### config.mk
export PLATFORM = sky130hd
export DESIGN_NAME = qrs_div_pipe
export DESIGN_NICKNAME = d
export VERILOG_FILES = /design/src/hw/rtl/qrs_div_pipe.sv
export SDC_FILE = /design/constraint.sdc
export NUM_CORES = 2
export LEC_CHECK = 0
export ABC_AREA = 1
export ABC_CLOCK_PERIOD_IN_PS = 2780
export BUFFER_PORTS_ARGS = -buffer_cell sky130_fd_sc_hd__buf_2
export CORE_AREA = 2 2 437 439
export CTS_BUF_LIST = sky130_fd_sc_hd__clkbuf_4 sky130_fd_sc_hd__clkbuf_8
export DETAILED_ROUTE_END_ITERATION = 8
export DIE_AREA = 0 0 439 441
export GPL_TIMING_DRIVEN = 0
export PLACE_DENSITY = 0.78
export SYNTH_ARGS = -nofsm -noshare
export SYNTH_HDL_FRONTEND = slang
export SYNTH_SLANG_ARGS = --single-unit
### constraint.sdc
create_clock -name clk -period 2.78 [get_ports clk]
set_input_delay 0.417 -clock clk [delete_from_list [all_inputs] [get_ports clk]]
set_output_delay 0.417 -clock clk [all_outputs]
set_load 0.03 [all_outputs]
### src/hw/rtl/qrs_div_pipe.sv
// Pipelined unsigned restoring divider, one quotient bit per stage.
module qrs_div_pipe #(
    parameter int NUM_W = 34,
    parameter int DEN_W = 17,
    parameter int SB_W  = 1
) (
    input  logic              clk,
    input  logic              rst_n,
    input  logic              en,
    input  logic              in_valid,
    input  logic [NUM_W-1:0]  in_num,
    input  logic [DEN_W-1:0]  in_den,
    input  logic [SB_W-1:0]   in_sb,
    output logic              out_valid,
    output logic [NUM_W-1:0]  out_quo,
    output logic [SB_W-1:0]   out_sb
);

    logic             v_reg   [NUM_W];
    logic [DEN_W-1:0] rem_reg [NUM_W];
    logic [NUM_W-1:0] quo_reg [NUM_W];
    logic [NUM_W-1:0] num_reg [NUM_W];
    logic [DEN_W-1:0] den_reg [NUM_W];
    logic [SB_W-1:0]  sb_reg  [NUM_W];

    for (genvar g = 0; g < NUM_W; g++)
    begin : g_stage
        logic             v_prev;
        logic [DEN_W-1:0] rem_prev;
        logic [NUM_W-1:0] quo_prev;
        logic [NUM_W-1:0] num_prev;
        logic [DEN_W-1:0] den_prev;
        logic [SB_W-1:0]  sb_prev;
        logic [DEN_W:0]   rem_sh;
        logic [DEN_W:0]   diff;
        logic             take;

        if (g == 0)
        begin : g_first
            assign v_prev   = in_valid;
            assign rem_prev = '0;
            assign quo_prev = '0;
            assign num_prev = in_num;
            assign den_prev = in_den;
            assign sb_prev  = in_sb;
        end
        else
        begin : g_rest
            assign v_prev   = v_reg[g-1];
            assign rem_prev = rem_reg[g-1];
            assign quo_prev = quo_reg[g-1];
            assign num_prev = num_reg[g-1];
            assign den_prev = den_reg[g-1];
            assign sb_prev  = sb_reg[g-1];
        end

        assign rem_sh = {rem_prev, num_prev[NUM_W-1]};
        assign take   = (rem_sh >= {1'b0, den_prev});
        assign diff   = rem_sh - {1'b0, den_prev};

        always_ff @(posedge clk or negedge rst_n)
        begin
            if (!rst_n)
            begin
                v_reg[g] <= 1'b0;
            end
            else if (en)
            begin
                v_reg[g] <= v_prev;
            end
        end

        always_ff @(posedge clk)
        begin
            if (en)
            begin
                rem_reg[g] <= take ? diff[DEN_W-1:0] : rem_sh[DEN_W-1:0];
                quo_reg[g] <= {quo_prev[NUM_W-2:0], take};
                num_reg[g] <= {num_prev[NUM_W-2:0], 1'b0};
                den_reg[g] <= den_prev;
                sb_reg[g]  <= sb_prev;
            end
        end
    end

    assign out_valid = v_reg[NUM_W-1];
    assign out_quo   = quo_reg[NUM_W-1];
    assign out_sb    = sb_reg[NUM_W-1];

endmodule

# == Yosys cells after proc, flatten, opt, wreduce, memory -nomap -nowiden ==
# Memory sizes are Yosys's and may differ from the RTL's.
# Index checks and enable logic that the tools add are counted.
# totals
wordCells,143
ramBits,3468
ff_bits,34
n_memories,5
# classes
magnitude_cmp,34
n_mux,36
n_addsub,34
# mem_list
name,words,word_bits,rd,rd_clocked_by_memory_dff,wr,line_no,source
quo_reg,34,34,34,0,34,21,logic [NUM_W-1:0] quo_reg [NUM_W];
num_reg,34,33,33,0,34,22,logic [NUM_W-1:0] num_reg [NUM_W];
den_reg,34,17,33,0,34,23,logic [DEN_W-1:0] den_reg [NUM_W];
rem_reg,34,17,33,0,34,20,logic [DEN_W-1:0] rem_reg [NUM_W];
sb_reg,34,1,34,0,34,24,logic [SB_W-1:0] sb_reg [NUM_W];
# ops
operator,count
$ge A18 B17 Y1,33
$mux W17,34
$sub A17 B17 Y17,33
$ge A1 B17 Y1,1
$sub A1 B17 Y17,1
$mux W1,2

# == Longest topological paths before layout ==
# An unclocked memory read counts as a cell.
# depth
ltp_word,3
ltp_mapped,15

# == Least setup slack after synthesis ==
# Ideal clock, no wire load.
# synth_path
path_kind,flip-flop to flip-flop
from,mem num_reg[20][32] (netlist bit)
to,mem rem_reg[21][3] (data pin)
path_buffers,1
setup_time_ns,0.252
stages_incl_launch_ff,16
path_slack_ns,0.658
arrival_ns,1.870
t_required_ns,2.528
synth_period_minus_slack_ns,2.122
cell_sequence,edfxtp_1 > inv_1 > ha_1 > inv_1 > fa_1 > nand2_1 > nand2_1 > nand3_1 > nand2_1 > nand2_1 > nand2_1 > nand2_4 > nand2_4 > buf_6 > nand2_1 > nand2_1
# synth_rtl
element,line_no
"start, declared",22
"end, declared",20

==> impl_metrics.ini <==
[critical_path]
slowest_delay_ns = 0.41
worst_path_dominant_cell_family = simple AND/OR/NAND/NOR gates
worstPathRequired_ns = 3.50
cp_slowest_cell = sky130_fd_sc_hd__fa_1
timing.critical_path.mode_cell = sky130_fd_sc_hd__nand2_1
cp.buffers_inverters = 3
crit_path_max_fo = 10
cp_cell_sequence = inv_1 -> ha_1 -> inv_1 -> fa_1 -> nand2_1 -> nand2_1 -> nand3_1 -> nand2_1 -> nand2_1 -> nand2_2 -> nand2_4 -> nand2_4 -> buf_6 -> nand2_1 -> nand2_1
criticalPathCategory = reg -> reg
critPathLaunchType = flop
worstSetupEndpointType = flop
timing.critical_path.arrival_ns = 3.40

[sta]
final.period_utilization = 0.963
max-slew-margin-rel = 0.266
max_clock_freq_mhz = 374
finClkSkew_ns = 0.0732
drv_slew = 0
final_critical_path_required_period_ns = 2.68
setup_violations = 0
worstMarginPinSlew_ns = 1.10
finalHoldViolations = 0
timing.hold.ws_ns = 0.105

[yosys]
synth.area.top_cells = sky130_fd_sc_hd__edfxtp_1, sky130_fd_sc_hd__nand2_1, sky130_fd_sc_hd__inv_1, sky130_fd_sc_hd__ha_1, sky130_fd_sc_hd__nand3_1
synth_seq_area_share = 0.602
synth_fp_nets = 12500
synthesis.yosys.warnings = 0
post_synth_instance_area_um2 = 117000
synth.ff_latch_count = 2346
instance_count_of_the_mapped_netlist = 11900
syn_avg_cell_area_um2 = 9.82
synth_cell_types = 43
synth_largest_area_cell = sky130_fd_sc_hd__edfxtp_1
synth_top_area_share = 0.595

[grt]
antenna_found_initial = 2
grt_first_pass_wirelength_um = 403000
grt_start_max_net_pins = 188
first_global_vias = 77400
grt-ovfl-total = 0
grt_usage = 0.265

[detailed_routing]
wirelength_um = 257000
drt_first_iter_violations = 5725
number_of_design_rule_violations_left_after_detail_routing = 0
detail_route.wl_per_cell_um = 16.8
detailedRoute.firstPassIterationCount = 7
detail_route.vias_per_cell = 5.19
ant_nets = 0
via_count = 79500

[finish]
layout-area-overhead-vs-synth_pct = 11.2
most-common-layout-cells = sky130_fd_sc_hd__nand2_1, sky130_fd_sc_hd__edfxtp_1, sky130_fd_sc_hd__inv_1
finalCoreUtilization = 0.686
most_common_library_cell_in_the_layout_ignoring_fill_and_taps = sky130_fd_sc_hd__nand2_1
final_net_count = 13200
drive_gt1_frac = 0.0834
largest_reg_flops = 595
num-fill-cells = 14200

[placement]
hpwlAfterDp_um = 185000
io_buffers = 91
gp_routability_congestion = 0.928

[pwr]
sequentialPowerShare = 0.385
cellPowerDensity_nw_per_um2 = 1040
power.ir.vdd_worst_v = 0.000649
pwr-share-clk = 0.219
comb_power_share = 0.396
power.static_leakage_nw = 62.2
internal_power_mw = 82.2
p_sw_frac = 0.390
total_switching_power_mw = 52.6
p_total_mw = 135

[clock_network]
numCtsBuffers = 382
sinks_on_clock_net = 2346
clock_tree.htree_level_count = 5
clk_root_buffer_cell = sky130_fd_sc_hd__clkbuf_8
clkSlewWorstSetupHoldPaths_ns = 0.06
clockBufferDepth = 4
cts_tree = built
clk_latency_ns = 1.06

[die]
row_count = 160
fp.dieH_um = 441
io_pins = 92
placeable_core_region_um2 = 189000
die-width_um = 439
floorplan.die_area_um2 = 194000
start_util = 0.617

[hold_path]
holdCritPathClass = in -> reg

[status]
run_status = completed

[run]
max_cap_violations = 0
==> cell usage after synthesis, drive strengths merged <==
library cell,n
xor2,191
a21oi,316
or2,48
inv,2188
nor2,497
clkbuf,9
and3,25
mux2,2
edfxtp,2312
nand4,56
nand2,4351
clkinv,1
o21a,10
o21ai,40
o31ai,1
buf,108
xnor2,33
nand3b,36
nor4,28
o21bai,1
dfrtp,34
fa,32
nor3,46
nand3,918
nor3b,4
and2,42
ha,563
==> logic make-up (layout without fill, tap and decap cells) <==
family | Yosys count | count (layout) | synth area share
xor+xnor | 224 | 224 | 0.0168
fa+ha+maj | 595 | 595 | 0.0658
flops | 2346 | 2346 | 0.602
other cells | 0 | 4 | 0
simple gates | 6051 | 6051 | 0.221
buf+inv | 2306 | 3200 | 0.0779
mux | 2 | 2 | 0.000193
compound gates | 368 | 368 | 0.0166
==> power groups by stage <==
stage                     clock, mW  combinational, mW  sequential, mW
after floorplan                   0               39.1            50.6
after global placement            0               49.1            53.5
after detailed placement          0               52.4            52.5
after CTS                      30.3               52.9            51.9
after global routing           31.8               60.7            52.4
final                          29.6               53.3            51.9
==> layer usage <==
| layer | global-route usage | up-vias | wire length (µm) |
|---|---|---|---|
| li1 | - | 39700 | - |
| met5 | 0 | - | 0 |
| met4 | 0.103 | 0 | 9520 |
| met1 | 0.345 | 37000 | 110000 |
| met3 | 0.0334 | 588 | 12400 |
| met2 | 0.452 | 2233 | 125000 |
==> worst register-to-register path, stage by stage, from the launching register on <==
cell and delay (ns):
sky130_fd_sc_hd__edfxtp_1 0.38, sky130_fd_sc_hd__inv_1 0.07, sky130_fd_sc_hd__ha_1 0.13, sky130_fd_sc_hd__inv_1 0.06
sky130_fd_sc_hd__fa_1 0.41, sky130_fd_sc_hd__nand2_1 0.10, sky130_fd_sc_hd__nand2_1 0.10, sky130_fd_sc_hd__nand3_1 0.10
sky130_fd_sc_hd__nand2_1 0.14, sky130_fd_sc_hd__nand2_1 0.13, sky130_fd_sc_hd__nand2_2 0.08, sky130_fd_sc_hd__nand2_4 0.13
sky130_fd_sc_hd__nand2_4 0.14, sky130_fd_sc_hd__buf_6 0.20, sky130_fd_sc_hd__nand2_1 0.06, sky130_fd_sc_hd__nand2_1 0.15
==> final cells by class <==
type | instances | area (µm²) | area share
clock inverter | 165 | 1330 | 0.0103
clock buffer | 494 | 6140 | 0.0472
sequential | 2346 | 70300 | 0.541
tap | 2511 | 3140 | 0.0242
inverter | 2189 | 8220 | 0.0633
timing repair buffer | 237 | 2460 | 0.0189
buffer | 115 | 868 | 0.00669
multi-input combinational | 7240 | 37400 | 0.288
antenna | 4 | 10.0 | 0.0000771
==> what timing repair did <==
action / 4_1_cts / 5_1_grt
cloned: 12 / 1
setup endpoints to repair: 900 / 159
pin swaps: 0 / 2
buffers inserted: 0 / 29
resized for setup: 6 / 6
hold buffers: 91 / 0
endpoints found under the hold margin: 249 / 0
==> stage by stage <==
step	instances	instance area, µm²	setup TNS [ns]	setup WS, ns
floorplan	11900	117000	0	0.658
global placement	14500	120000	-	-33.43
detailed placement	14500	121000	-2286.84	-3.94
CTS	15300	130000	0	0.112
global route	15300	130000	-0.0439	-0.0164
finish	15300	130000	0	0.104
==> path summary, 6_finish.rpt <==
path / depth (start not counted) / slack, ns / to / start
max in group asynchronous: 4 / 2.15 / g_stage[5].v_prev / rst_n
max reg2reg: 15 / 0.10 / rem_reg[29][10] / num_reg[28][32]
min: 2 / 0.11 / num_reg[0][30] / in_num[30]
min reg2reg: 0 / 0.39 / num_reg[7][32] / num_reg[6][31]
max: 15 / 0.10 / rem_reg[29][10] / num_reg[28][32]
min in group asynchronous: 4 / 0.44 / g_stage[6].v_prev / rst_n
Note: power is estimated with default switching activity, not from simulation.
